--- src/rtl/cfilt_pkg.sv ---
package cfilt_pkg;

    localparam int DATA_W      = 16;             // raw sample width
    localparam int NUM_W       = DATA_W + 1;     // negated axis needs one more bit
    localparam int SUMSQ_W     = 2 * DATA_W;     // a^2 + b^2
    localparam int ROOT_W      = 30;             // floor(sqrt(sumsq * 2^28))
    localparam int REM_W       = ROOT_W + 5;     // root remainder with headroom
    localparam int CX_W        = 34;             // CORDIC x/y datapath
    localparam int ZW          = 25;             // CORDIC angle, Q16 degrees
    localparam int TABLE_LEN   = 24;
    localparam int TIDX_W      = 5;              // index into the arctangent table
    localparam int DEN_W       = 23;             // sensitivity * 100
    localparam int QUO_W       = 48;             // dividend / quotient shifter
    localparam int INCR_W      = 43;             // signed gyro increment
    localparam int ACC_W       = 64;             // blend accumulator
    localparam int ALPHA_W     = 17;
    localparam int SENS_W      = 16;
    localparam int CFG_W       = 17;
    localparam int CFG_IDX_W   = 2;
    localparam int ANGLE_LIMIT = 23040;          // 180 deg in 1/128 deg
    localparam int OUT_SHIFT   = 25;             // Q32 -> 1/128 degree

    localparam int CORDIC_STEPS_DEF = 16;

    localparam logic [ALPHA_W-1:0] BLEND_WEIGHT_RST = 17'd64225;
    localparam logic [ALPHA_W-1:0] ALPHA_ONE        = 17'd65536;
    localparam logic [SENS_W-1:0]  GYRO_SENS_RST    = 16'd655;

    localparam logic [CFG_IDX_W-1:0] REG_BLEND_WEIGHT = 2'd0;
    localparam logic [CFG_IDX_W-1:0] REG_GYRO_SENS    = 2'd1;

    typedef struct packed {
        logic signed [DATA_W-1:0] accel_x;
        logic signed [DATA_W-1:0] accel_y;
        logic signed [DATA_W-1:0] accel_z;
        logic signed [DATA_W-1:0] gyro_x;
        logic signed [DATA_W-1:0] gyro_y;
        logic        [DATA_W-1:0] dt_ms;
    } sample_t;

    typedef struct packed {
        logic signed [DATA_W-1:0] angle_x;
        logic signed [DATA_W-1:0] angle_y;
    } angle_t;

    typedef enum logic [2:0] {
        LANE_IDLE,
        LANE_ROOT,
        LANE_ATAN,
        LANE_JOIN,
        LANE_BLEND
    } lane_state_t;

    typedef enum logic [1:0] {
        TOP_IDLE,
        TOP_RUN,
        TOP_HOLD
    } top_state_t;

    // atan(2^-i) in Q16 degrees, rounded to nearest
    function automatic logic signed [ZW-1:0] atan_q16(input logic [TIDX_W-1:0] idx);
        logic signed [ZW-1:0] v;
        unique case (idx)
            5'd0:    v = 25'sd2949120;
            5'd1:    v = 25'sd1740967;
            5'd2:    v = 25'sd919879;
            5'd3:    v = 25'sd466945;
            5'd4:    v = 25'sd234379;
            5'd5:    v = 25'sd117304;
            5'd6:    v = 25'sd58666;
            5'd7:    v = 25'sd29335;
            5'd8:    v = 25'sd14668;
            5'd9:    v = 25'sd7334;
            5'd10:   v = 25'sd3667;
            5'd11:   v = 25'sd1833;
            5'd12:   v = 25'sd917;
            5'd13:   v = 25'sd458;
            5'd14:   v = 25'sd229;
            5'd15:   v = 25'sd115;
            5'd16:   v = 25'sd57;
            5'd17:   v = 25'sd29;
            5'd18:   v = 25'sd14;
            5'd19:   v = 25'sd7;
            5'd20:   v = 25'sd4;
            5'd21:   v = 25'sd2;
            5'd22:   v = 25'sd1;
            default: v = 25'sd0;
        endcase
        return v;
    endfunction

    function automatic logic [DATA_W-1:0] mag16(input logic signed [DATA_W-1:0] v);
        return v[DATA_W-1] ? (~v + 16'd1) : v;
    endfunction

endpackage

--- src/rtl/cfilt_sqrt.sv ---
// sqrt((a^2 + b^2) * 2^28): serial squaring, then one root bit per cycle
module cfilt_sqrt
    import cfilt_pkg::*;
(
    input  logic                     clk,
    input  logic                     rst_n,
    input  logic                     start,
    input  logic signed [DATA_W-1:0] a,
    input  logic signed [DATA_W-1:0] b,
    output logic                     done,
    output logic [ROOT_W-1:0]        root
);

    logic                busy_reg, busy_next;
    logic                done_reg, done_next;
    logic                sq_reg, sq_next;
    logic [4:0]          cnt_reg, cnt_next;
    logic [DATA_W-1:0]   ma_reg, ma_next, mb_reg, mb_next;
    logic [SUMSQ_W-1:0]  ca_reg, ca_next, cb_reg, cb_next;
    logic [SUMSQ_W-1:0]  sum_reg, sum_next;
    logic [REM_W-1:0]    rem_reg, rem_next;
    logic [ROOT_W-1:0]   root_reg, root_next;
    logic [REM_W-1:0]    r2, trial;

    assign r2    = {rem_reg[REM_W-3:0], sum_reg[SUMSQ_W-1 -: 2]};
    assign trial = REM_W'({root_reg, 2'b01});

    always_comb
    begin
        busy_next = busy_reg;
        done_next = 1'b0;
        sq_next   = sq_reg;
        cnt_next  = cnt_reg;
        ma_next   = ma_reg;
        mb_next   = mb_reg;
        ca_next   = ca_reg;
        cb_next   = cb_reg;
        sum_next  = sum_reg;
        rem_next  = rem_reg;
        root_next = root_reg;
        if (start)
        begin
            busy_next = 1'b1;
            sq_next   = 1'b1;
            cnt_next  = '0;
            ma_next   = mag16(a);
            mb_next   = mag16(b);
            ca_next   = SUMSQ_W'(mag16(a));
            cb_next   = SUMSQ_W'(mag16(b));
            sum_next  = '0;
            rem_next  = '0;
            root_next = '0;
        end
        else if (busy_reg)
        begin
            if (sq_reg)
            begin
                sum_next = sum_reg + (ma_reg[0] ? ca_reg : '0) + (mb_reg[0] ? cb_reg : '0);
                ma_next  = ma_reg >> 1;
                mb_next  = mb_reg >> 1;
                ca_next  = ca_reg << 1;
                cb_next  = cb_reg << 1;
                if (cnt_reg == 5'(DATA_W - 1))
                begin
                    sq_next  = 1'b0;
                    cnt_next = '0;
                end
                else
                begin
                    cnt_next = cnt_reg + 5'd1;
                end
            end
            else
            begin
                // two radicand bits in, one root bit out; zeros follow the sum
                sum_next = sum_reg << 2;
                if (r2 >= trial)
                begin
                    rem_next  = r2 - trial;
                    root_next = {root_reg[ROOT_W-2:0], 1'b1};
                end
                else
                begin
                    rem_next  = r2;
                    root_next = {root_reg[ROOT_W-2:0], 1'b0};
                end
                if (cnt_reg == 5'(ROOT_W - 1))
                begin
                    busy_next = 1'b0;
                    done_next = 1'b1;
                end
                else
                begin
                    cnt_next = cnt_reg + 5'd1;
                end
            end
        end
    end

    always_ff @(posedge clk or negedge rst_n)
    begin
        if (!rst_n)
        begin
            busy_reg <= 1'b0;
            done_reg <= 1'b0;
            sq_reg   <= 1'b0;
            cnt_reg  <= '0;
        end
        else
        begin
            busy_reg <= busy_next;
            done_reg <= done_next;
            sq_reg   <= sq_next;
            cnt_reg  <= cnt_next;
        end
    end

    always_ff @(posedge clk)
    begin
        ma_reg   <= ma_next;
        mb_reg   <= mb_next;
        ca_reg   <= ca_next;
        cb_reg   <= cb_next;
        sum_reg  <= sum_next;
        rem_reg  <= rem_next;
        root_reg <= root_next;
    end

    assign done = done_reg;
    assign root = root_reg;

endmodule

--- src/rtl/cfilt_cordic.sv ---
// vectoring CORDIC, one micro-rotation per cycle
module cfilt_cordic
    import cfilt_pkg::*;
#(
    parameter int CORDIC_STEPS = CORDIC_STEPS_DEF
)
(
    input  logic                    clk,
    input  logic                    rst_n,
    input  logic                    start,
    input  logic [ROOT_W-1:0]       x0,
    input  logic signed [NUM_W-1:0] num,
    output logic                    done,
    output logic signed [ZW-1:0]    z
);

    logic                    busy_reg, busy_next;
    logic                    done_reg, done_next;
    logic [TIDX_W-1:0]       cnt_reg, cnt_next;
    logic                    zero_reg, zero_next;
    logic signed [CX_W-1:0]  x_reg, x_next, y_reg, y_next;
    logic signed [ZW-1:0]    z_reg, z_next;
    logic signed [CX_W-1:0]  dx, dy;
    logic signed [ZW-1:0]    step_angle;

    assign dx         = y_reg >>> cnt_reg;
    assign dy         = x_reg >>> cnt_reg;
    assign step_angle = atan_q16(cnt_reg);

    always_comb
    begin
        busy_next = busy_reg;
        done_next = 1'b0;
        cnt_next  = cnt_reg;
        zero_next = zero_reg;
        x_next    = x_reg;
        y_next    = y_reg;
        z_next    = z_reg;
        if (start)
        begin
            busy_next = 1'b1;
            cnt_next  = '0;
            zero_next = (x0 == '0) && (num == '0);
            x_next    = CX_W'(x0);
            y_next    = {{(CX_W - NUM_W - 14){num[NUM_W-1]}}, num, 14'b0};
            z_next    = '0;
        end
        else if (busy_reg)
        begin
            if (!y_reg[CX_W-1])
            begin
                x_next = x_reg + dx;
                y_next = y_reg - dy;
                z_next = z_reg + step_angle;
            end
            else
            begin
                x_next = x_reg - dx;
                y_next = y_reg + dy;
                z_next = z_reg - step_angle;
            end
            if (cnt_reg == TIDX_W'(CORDIC_STEPS - 1))
            begin
                busy_next = 1'b0;
                done_next = 1'b1;
            end
            else
            begin
                cnt_next = cnt_reg + 1'b1;
            end
        end
    end

    always_ff @(posedge clk or negedge rst_n)
    begin
        if (!rst_n)
        begin
            busy_reg <= 1'b0;
            done_reg <= 1'b0;
            cnt_reg  <= '0;
        end
        else
        begin
            busy_reg <= busy_next;
            done_reg <= done_next;
            cnt_reg  <= cnt_next;
        end
    end

    always_ff @(posedge clk)
    begin
        zero_reg <= zero_next;
        x_reg    <= x_next;
        y_reg    <= y_next;
        z_reg    <= z_next;
    end

    // zero vector: angle defined as zero
    assign done = done_reg;
    assign z    = zero_reg ? '0 : z_reg;

endmodule

--- src/rtl/cfilt_div.sv ---
// gyro increment: serial |g|*dt, then restoring divide by sens*100 with rounding
module cfilt_div
    import cfilt_pkg::*;
(
    input  logic                     clk,
    input  logic                     rst_n,
    input  logic                     start,
    input  logic signed [DATA_W-1:0] g,
    input  logic [DATA_W-1:0]        dt,
    input  logic [DEN_W-1:0]         den,
    output logic                     done,
    output logic signed [INCR_W-1:0] incr
);

    logic                busy_reg, busy_next;
    logic                done_reg, done_next;
    logic                mul_reg, mul_next;
    logic [5:0]          cnt_reg, cnt_next;
    logic [DATA_W-1:0]   mg_reg, mg_next;
    logic [SUMSQ_W-1:0]  mc_reg, mc_next, prod_reg, prod_next;
    logic [QUO_W-1:0]    nq_reg, nq_next;
    logic [DEN_W-1:0]    rem_reg, rem_next, den_reg, den_next;
    logic                neg_reg, neg_next;
    logic [DEN_W:0]      r2;
    logic                ge;
    logic [INCR_W-1:0]   mag;

    assign r2  = {rem_reg, nq_reg[QUO_W-1]};
    assign ge  = r2 >= {1'b0, den_reg};
    assign mag = {1'b0, nq_reg[INCR_W-2:0]};

    always_comb
    begin
        busy_next = busy_reg;
        done_next = 1'b0;
        mul_next  = mul_reg;
        cnt_next  = cnt_reg;
        mg_next   = mg_reg;
        mc_next   = mc_reg;
        prod_next = prod_reg;
        nq_next   = nq_reg;
        rem_next  = rem_reg;
        den_next  = den_reg;
        neg_next  = neg_reg;
        if (start)
        begin
            busy_next = 1'b1;
            mul_next  = 1'b1;
            cnt_next  = '0;
            mg_next   = mag16(g);
            mc_next   = SUMSQ_W'(dt);
            prod_next = '0;
            rem_next  = '0;
            den_next  = den;
            neg_next  = g[DATA_W-1];
        end
        else if (busy_reg)
        begin
            if (mul_reg)
            begin
                prod_next = prod_reg + (mg_reg[0] ? mc_reg : '0);
                mg_next   = mg_reg >> 1;
                mc_next   = mc_reg << 1;
                if (cnt_reg == 6'(DATA_W - 1))
                begin
                    mul_next = 1'b0;
                    cnt_next = '0;
                    // scale by 2^16 and add half the divisor for rounding
                    nq_next  = {prod_next, 16'b0} + QUO_W'(den_reg[DEN_W-1:1]);
                end
                else
                begin
                    cnt_next = cnt_reg + 6'd1;
                end
            end
            else
            begin
                rem_next = ge ? DEN_W'(r2 - {1'b0, den_reg}) : r2[DEN_W-1:0];
                nq_next  = {nq_reg[QUO_W-2:0], ge};
                if (cnt_reg == 6'(QUO_W - 1))
                begin
                    busy_next = 1'b0;
                    done_next = 1'b1;
                end
                else
                begin
                    cnt_next = cnt_reg + 6'd1;
                end
            end
        end
    end

    always_ff @(posedge clk or negedge rst_n)
    begin
        if (!rst_n)
        begin
            busy_reg <= 1'b0;
            done_reg <= 1'b0;
            mul_reg  <= 1'b0;
            cnt_reg  <= '0;
        end
        else
        begin
            busy_reg <= busy_next;
            done_reg <= done_next;
            mul_reg  <= mul_next;
            cnt_reg  <= cnt_next;
        end
    end

    always_ff @(posedge clk)
    begin
        mg_reg   <= mg_next;
        mc_reg   <= mc_next;
        prod_reg <= prod_next;
        nq_reg   <= nq_next;
        rem_reg  <= rem_next;
        den_reg  <= den_next;
        neg_reg  <= neg_next;
    end

    assign done = done_reg;
    assign incr = neg_reg ? -$signed(mag) : $signed(mag);

endmodule

--- src/rtl/cfilt_blend.sv ---
// alpha*(pred - acc) + acc*2^16, alpha one bit per cycle; round and saturate
module cfilt_blend
    import cfilt_pkg::*;
(
    input  logic                     clk,
    input  logic                     rst_n,
    input  logic                     start,
    input  logic signed [DATA_W-1:0] prev,
    input  logic signed [INCR_W-1:0] incr,
    input  logic signed [ZW-1:0]     acc,
    input  logic [ALPHA_W-1:0]       alpha,
    output logic                     done,
    output logic signed [DATA_W-1:0] angle
);

    localparam logic signed [ACC_W-1:0]  LIM_HI     = ACC_W'(ANGLE_LIMIT);
    localparam logic signed [ACC_W-1:0]  LIM_LO     = -LIM_HI;
    localparam logic signed [DATA_W-1:0] ANG_MAX    = DATA_W'(ANGLE_LIMIT);
    localparam logic signed [ACC_W-1:0]  ROUND_BIAS = ACC_W'(1) << (OUT_SHIFT - 1);

    logic                     busy_reg, busy_next;
    logic                     done_reg, done_next;
    logic [4:0]               cnt_reg, cnt_next;
    logic [ALPHA_W-1:0]       al_reg, al_next;
    logic signed [ACC_W-1:0]  mc_reg, mc_next, sum_reg, sum_next;
    logic signed [DATA_W-1:0] angle_reg, angle_next;
    logic signed [ACC_W-1:0]  prev_ext, incr_ext, acc_ext, shifted;

    assign prev_ext = {{(ACC_W - DATA_W - 9){prev[DATA_W-1]}}, prev, 9'b0};
    assign incr_ext = {{(ACC_W - INCR_W){incr[INCR_W-1]}}, incr};
    assign acc_ext  = {{(ACC_W - ZW){acc[ZW-1]}}, acc};
    assign shifted  = sum_next >>> OUT_SHIFT;

    always_comb
    begin
        busy_next  = busy_reg;
        done_next  = 1'b0;
        cnt_next   = cnt_reg;
        al_next    = al_reg;
        mc_next    = mc_reg;
        sum_next   = sum_reg;
        angle_next = angle_reg;
        if (start)
        begin
            busy_next = 1'b1;
            cnt_next  = '0;
            al_next   = alpha;
            mc_next   = prev_ext + incr_ext - acc_ext;
            sum_next  = (acc_ext <<< 16) + ROUND_BIAS;
        end
        else if (busy_reg)
        begin
            sum_next = sum_reg + (al_reg[0] ? mc_reg : '0);
            mc_next  = mc_reg <<< 1;
            al_next  = al_reg >> 1;
            if (cnt_reg == 5'(ALPHA_W - 1))
            begin
                busy_next = 1'b0;
                done_next = 1'b1;
                if (shifted > LIM_HI)
                    angle_next = ANG_MAX;
                else if (shifted < LIM_LO)
                    angle_next = -ANG_MAX;
                else
                    angle_next = shifted[DATA_W-1:0];
            end
            else
            begin
                cnt_next = cnt_reg + 5'd1;
            end
        end
    end

    always_ff @(posedge clk or negedge rst_n)
    begin
        if (!rst_n)
        begin
            busy_reg <= 1'b0;
            done_reg <= 1'b0;
            cnt_reg  <= '0;
        end
        else
        begin
            busy_reg <= busy_next;
            done_reg <= done_next;
            cnt_reg  <= cnt_next;
        end
    end

    always_ff @(posedge clk)
    begin
        al_reg    <= al_next;
        mc_reg    <= mc_next;
        sum_reg   <= sum_next;
        angle_reg <= angle_next;
    end

    assign done  = done_reg;
    assign angle = angle_reg;

endmodule

--- src/rtl/cfilt_lane.sv ---
// one tilt axis: root, arctangent and gyro increment, then blend into the estimate
module cfilt_lane
    import cfilt_pkg::*;
#(
    parameter int CORDIC_STEPS = CORDIC_STEPS_DEF
)
(
    input  logic                     clk,
    input  logic                     rst_n,
    input  logic                     start,
    input  logic signed [NUM_W-1:0]  num,
    input  logic signed [DATA_W-1:0] a,
    input  logic signed [DATA_W-1:0] b,
    input  logic signed [DATA_W-1:0] g,
    input  logic [DATA_W-1:0]        dt,
    input  logic [DEN_W-1:0]         den,
    input  logic [ALPHA_W-1:0]       alpha,
    output logic                     done,
    output logic signed [DATA_W-1:0] angle
);

    lane_state_t              state_reg, state_next;
    logic signed [NUM_W-1:0]  num_reg;
    logic signed [DATA_W-1:0] est_reg;
    logic                     div_ready_reg;

    logic                     sqrt_start, sqrt_done;
    logic [ROOT_W-1:0]        root;
    logic                     atan_start, atan_done;
    logic signed [ZW-1:0]     z;
    logic                     div_done;
    logic signed [INCR_W-1:0] incr;
    logic                     blend_start, blend_done;

    always_comb
    begin
        state_next = state_reg;
        unique case (state_reg)
            LANE_IDLE:  if (start) state_next = LANE_ROOT;
            LANE_ROOT:  if (sqrt_done) state_next = LANE_ATAN;
            LANE_ATAN:  if (atan_done) state_next = LANE_JOIN;
            LANE_JOIN:  if (div_ready_reg || div_done) state_next = LANE_BLEND;
            LANE_BLEND: if (blend_done) state_next = LANE_IDLE;
            default:    state_next = LANE_IDLE;
        endcase
    end

    always_comb
    begin
        sqrt_start  = (state_reg == LANE_IDLE) && start;
        atan_start  = (state_reg == LANE_ROOT) && sqrt_done;
        blend_start = (state_reg == LANE_JOIN) && (div_ready_reg || div_done);
        done        = (state_reg == LANE_BLEND) && blend_done;
    end

    always_ff @(posedge clk or negedge rst_n)
    begin
        if (!rst_n)
        begin
            state_reg     <= LANE_IDLE;
            est_reg       <= '0;
            div_ready_reg <= 1'b0;
        end
        else
        begin
            state_reg <= state_next;
            if (done)
                est_reg <= angle;
            if (sqrt_start)
                div_ready_reg <= 1'b0;
            else if (div_done)
                div_ready_reg <= 1'b1;
        end
    end

    always_ff @(posedge clk)
    begin
        if (sqrt_start)
            num_reg <= num;
    end

    cfilt_sqrt u_sqrt (
        .clk   (clk),
        .rst_n (rst_n),
        .start (sqrt_start),
        .a     (a),
        .b     (b),
        .done  (sqrt_done),
        .root  (root)
    );

    cfilt_cordic #(
        .CORDIC_STEPS (CORDIC_STEPS)
    ) u_cordic (
        .clk   (clk),
        .rst_n (rst_n),
        .start (atan_start),
        .x0    (root),
        .num   (num_reg),
        .done  (atan_done),
        .z     (z)
    );

    cfilt_div u_div (
        .clk   (clk),
        .rst_n (rst_n),
        .start (sqrt_start),
        .g     (g),
        .dt    (dt),
        .den   (den),
        .done  (div_done),
        .incr  (incr)
    );

    cfilt_blend u_blend (
        .clk   (clk),
        .rst_n (rst_n),
        .start (blend_start),
        .prev  (est_reg),
        .incr  (incr),
        .acc   (z),
        .alpha (alpha),
        .done  (blend_done),
        .angle (angle)
    );

endmodule

--- config.mk ---
export PLATFORM = sky130hd
export DESIGN_NAME = cfilt_lane
export DESIGN_NICKNAME = d
export VERILOG_FILES = /design/src/rtl/cfilt_pkg.sv /design/src/rtl/cfilt_sqrt.sv /design/src/rtl/cfilt_cordic.sv /design/src/rtl/cfilt_div.sv /design/src/rtl/cfilt_blend.sv /design/src/rtl/cfilt_lane.sv
export SDC_FILE = /design/constraint.sdc
export NUM_CORES = 2
export LEC_CHECK = 0
export ABC_AREA = 1
export BUFFER_PORTS_ARGS = -buffer_cell sky130_fd_sc_hd__buf_2
export CORE_MARGIN = 1.5
export CORE_UTILIZATION = 55
export CTS_CLUSTER_DIAMETER = 100
export DETAILED_ROUTE_END_ITERATION = 10
export GPL_TIMING_DRIVEN = 0
export HOLD_SLACK_MARGIN = 0.06
export PLACE_DENSITY = 0.71
export SETUP_SLACK_MARGIN = 0.5
export SYNTH_ARGS = -nofsm -noshare
export SYNTH_HDL_FRONTEND = slang
export SYNTH_SLANG_ARGS = --single-unit
--- constraint.sdc ---
create_clock -name clk -period 6 [get_ports clk]
set_clock_uncertainty 0.05 [all_clocks]
set_input_delay 0.3 -clock clk [delete_from_list [all_inputs] [get_ports clk]]
set_output_delay 0.3 -clock clk [all_outputs]
set_load 0.01 [all_outputs]
==> summary.md <==
| Metric | Value |
|---|---|
| Wirelength, routed | `roughly 220 mm` |
| Max Buffers Root-to-Sink | `3` |
| Reg-to-reg endpoint | `u_cordic.x_reg[25]` |
| Gr ovfl total | `0` |
| First-pass GRT wire length | `approximately 320 mm` |
| Ys async rst share | `0.0740` |
| Fin crit share | `0.900` |
| RSZ-0062 raised after global routing | `yes` |
| Final instance area | `~0.066 mm²` |
| Reg-to-reg slack, setup | `roughly 0.60 ns` |
| WP data required | `between 6 and 7 ns` |
| Netlist cell types | `74` |
| EDFF count, synth | `approximately 360` |
| Skew-Pair Late Insertion Delay | `between 0.6 and 0.7 ns` |
| Num CTS Buffers | `84` |
| Placed cells | `between 10,000 and 15,000` |
| Hold EP | `u_sqrt.mb_reg[3]` |
| Most common cell after layout, fill and taps aside | `nand2_1` |
| CP arrival | `~5.8 ns` |
| Tmin final | `between 5 and 6 ns` |
| Post-Syn Nets | `9,441` |
| Hold Crit Start | `b[3]` |
| Pre-CTS setup slack | `-0.241 ns` |
| Wire per inst | `roughly 20 µm` |
| DRT iter0 DRCs | `a little under 6,000` |
| Fin cells | `10,739` |
| CTS Sinks | `roughly 700` |
| Critical Path End Type | `register` |
| Vias per cell | `approximately 5.7` |
| Most used cell, CP | `inv_1` |
| CTS clk-pin slew, worst paths | `around 0.060 ns` |
| Pre-Repair DR Iteration Count | `8` |
| Startpoint Class | `register` |
| Largest net degree at the start of global routing | `72` |
| Flops & latches, synth | `689` |
| Vias in the first global route | `about 57,000` |
| Warnings from Yosys | `0` |
| Mapped cell area | `0.0590 mm²` |
| MaxCap Viol Count | `0` |
| Antenna fix cells | `0` |
| Initial core utilization | `0.553` |
| Peak Freq | `185 MHz` |
| Syn Area/Cell | `between 6 and 7 µm²` |
| Crit-path max FO | `10` |
| Die extent in y | `331 µm` |
| Critical path depth | `33` |
| Max stage delay on crit path | `approximately 0.4 ns` |
| Nets | `about 9,800` |
| Final Hold Fails | `0` |
| Die X-Extent | `331 µm` |
| DRC viols | `0` |
| Initial antenna violation count | `1` |
| Least-Margin Pin Slew | `1.27 ns` |
| R2R depth | `33` |
| Core Rows | `120` |
| Worst slew margin | `0.151` |
| Area growth, synth to finish | `12.5%` |
| IO Port Bufs | `140` |
| HPWL after DPL | `172 mm` |
| H-tree depth | `3` |
| WHS Path Cells | `4` |
| Setup CP Type | `reg2reg` |
| IO Pins | `about 140` |
| Layout cells sized above 1 | `0.0784` |
| Top delay family on crit path | `compound AO/OA/AOI/OAI gates` |
| DR vias | `a little over 60,000` |
| Min setup slack post-route | `~0.6 ns` |
| Crit-path slowest cell | `dfrtp_1` |
| Post-synthesis sequential area ratio | `0.299` |
| Final setup viols | `0` |
| Worst flop-to-flop path startpoint | `u_cordic.cnt_reg[1]` |
| Placer Congestion | `slightly above 1` |
| Syn Inst Count | `around 9,000` |
| CTS tree | `done` |
| Antenna viol nets, final | `0` |
| Status | `completed` |
| Most frequent cells in the layout | `2,885 x nand2_1, 1,277 x inv_1, 645 x nor2_1` |
| Core Box Area | `0.107 mm²` |
| GRT Total Usage | `0.384` |
| Worst path buffer plus inverter count | `9` |
| Placed cell area | `0.0616 mm²` |
| Worst min path class | `in2reg` |
| Die ar. | `approximately 0.11 mm²` |
| Synth Flop Type | `edfxtp_1` |
| Clock Tree Root | `clkbuf_16` |
| Slew Limit Fails | `0` |
[metrics by stage]
stage                     TNS [ns]   util  hold slack, ns
after CTS                        0  0.616          0.0659
after global placement     -114.64  0.576           0.381
final                            0  0.622           0.100
after global routing             0  0.622           0.102
after detailed placement     -1.70  0.577           0.396
after floorplan                  0      -         -0.0456
[worst max-delay path by stage]
| stage | startpoint | endpoint | slack (ns) |
|---|---|---|---|
| floorplan | state_reg[2] | u_div.nq_reg[0] | 1.30 |
| global placement | state_reg[2] | u_div.nq_reg[43] | -2.36 |
| detailed placement | u_cordic.cnt_reg[2] | u_cordic.y_reg[26] | -0.24 |
| CTS | u_cordic.cnt_reg[0] | u_cordic.y_reg[21] | 0.48 |
| global route | u_cordic.cnt_reg[0] | u_cordic.y_reg[21] | 0.36 |
| finish | u_cordic.cnt_reg[1] | u_cordic.x_reg[25] | 0.60 |
[cell type report]
type                    instances  area (µm²)
plain buffers                 252        1230
clock buffers                 104        2260
clock inverters                53         537
fillers                      9982       40300
inverters                    1328        5000
multi-input cells            6626       35900
flip-flops and latches        689       17600
well taps                    1403        1760
repair buffers                284        2170
[routing by layer]
metal,up-vias,GRT usage,wire length [µm]
li1,29474,-,-
met5,-,0,13
met2,2596,0.627,97200
met4,2,0.169,10300
met3,490,0.0684,18400
met1,28242,0.497,89300
[logic make-up (layout without fill, tap and decap cells)]
family	Yosys count	count (layout)	synth area share
buffers and inverters	1580	2021	0.104
xor gates and xnor gates	314	314	0.0470
adders and majority gates	422	422	0.0989
AOI/OAI and AO/OA	1502	1502	0.144
muxes	4	4	0.000678
DFF	689	689	0.299
and+or+nand+nor	4384	4384	0.307
[cells in the mapped netlist, types with 44 or more instances]
| master | number | share of area |
|---|---|---|
| clkbuf_1 | 149 | 0.0095 |
| nand4_1 | 71 | 0.0075 |
| nor2_1 | 662 | 0.042 |
| a21oi_1 | 489 | 0.041 |
| dfrtp_1 | 51 | 0.022 |
| a31oi_1 | 87 | 0.0092 |
| inv_1 | 1278 | 0.081 |
| ha_1 | 348 | 0.074 |
| dfxtp_1 | 280 | 0.095 |
| fa_1 | 74 | 0.025 |
| buf_2 | 56 | 0.0047 |
| nor3_1 | 89 | 0.0075 |
| o21ai_1 | 98 | 0.0083 |
| xor2_1 | 184 | 0.027 |
| o21ai_0 | 513 | 0.043 |
| o22ai_1 | 48 | 0.0051 |
| edfxtp_1 | 358 | 0.18 |
| nand2_1 | 2894 | 0.18 |
| xnor2_1 | 127 | 0.019 |
| o21bai_1 | 45 | 0.0057 |
| or2_2 | 44 | 0.0047 |
| nand3_1 | 425 | 0.036 |
[what timing repair did]
item	in CTS	in global routing
setup endpoints to repair	52	76
hold buffers	117	0
pin swaps	4	28
buffers inserted	1	20
endpoints found under the hold margin	192	0
resized for setup	43	154
[worst register-to-register path, delay by kind of cell (launching register included)]
kind                       cells  cell delay (ns)
AOI/OAI and AO/OA             10             1.54
and+or+nand+nor               11             1.35
buffers and inverters          9             1.03
adders and majority gates      2             0.51
DFF                            1             0.41
xor gates and xnor gates       1             0.21
Power is left out: the tool's default activity adds up to more than one toggle a clock period on the data nets, which glitch-free logic cannot reach.
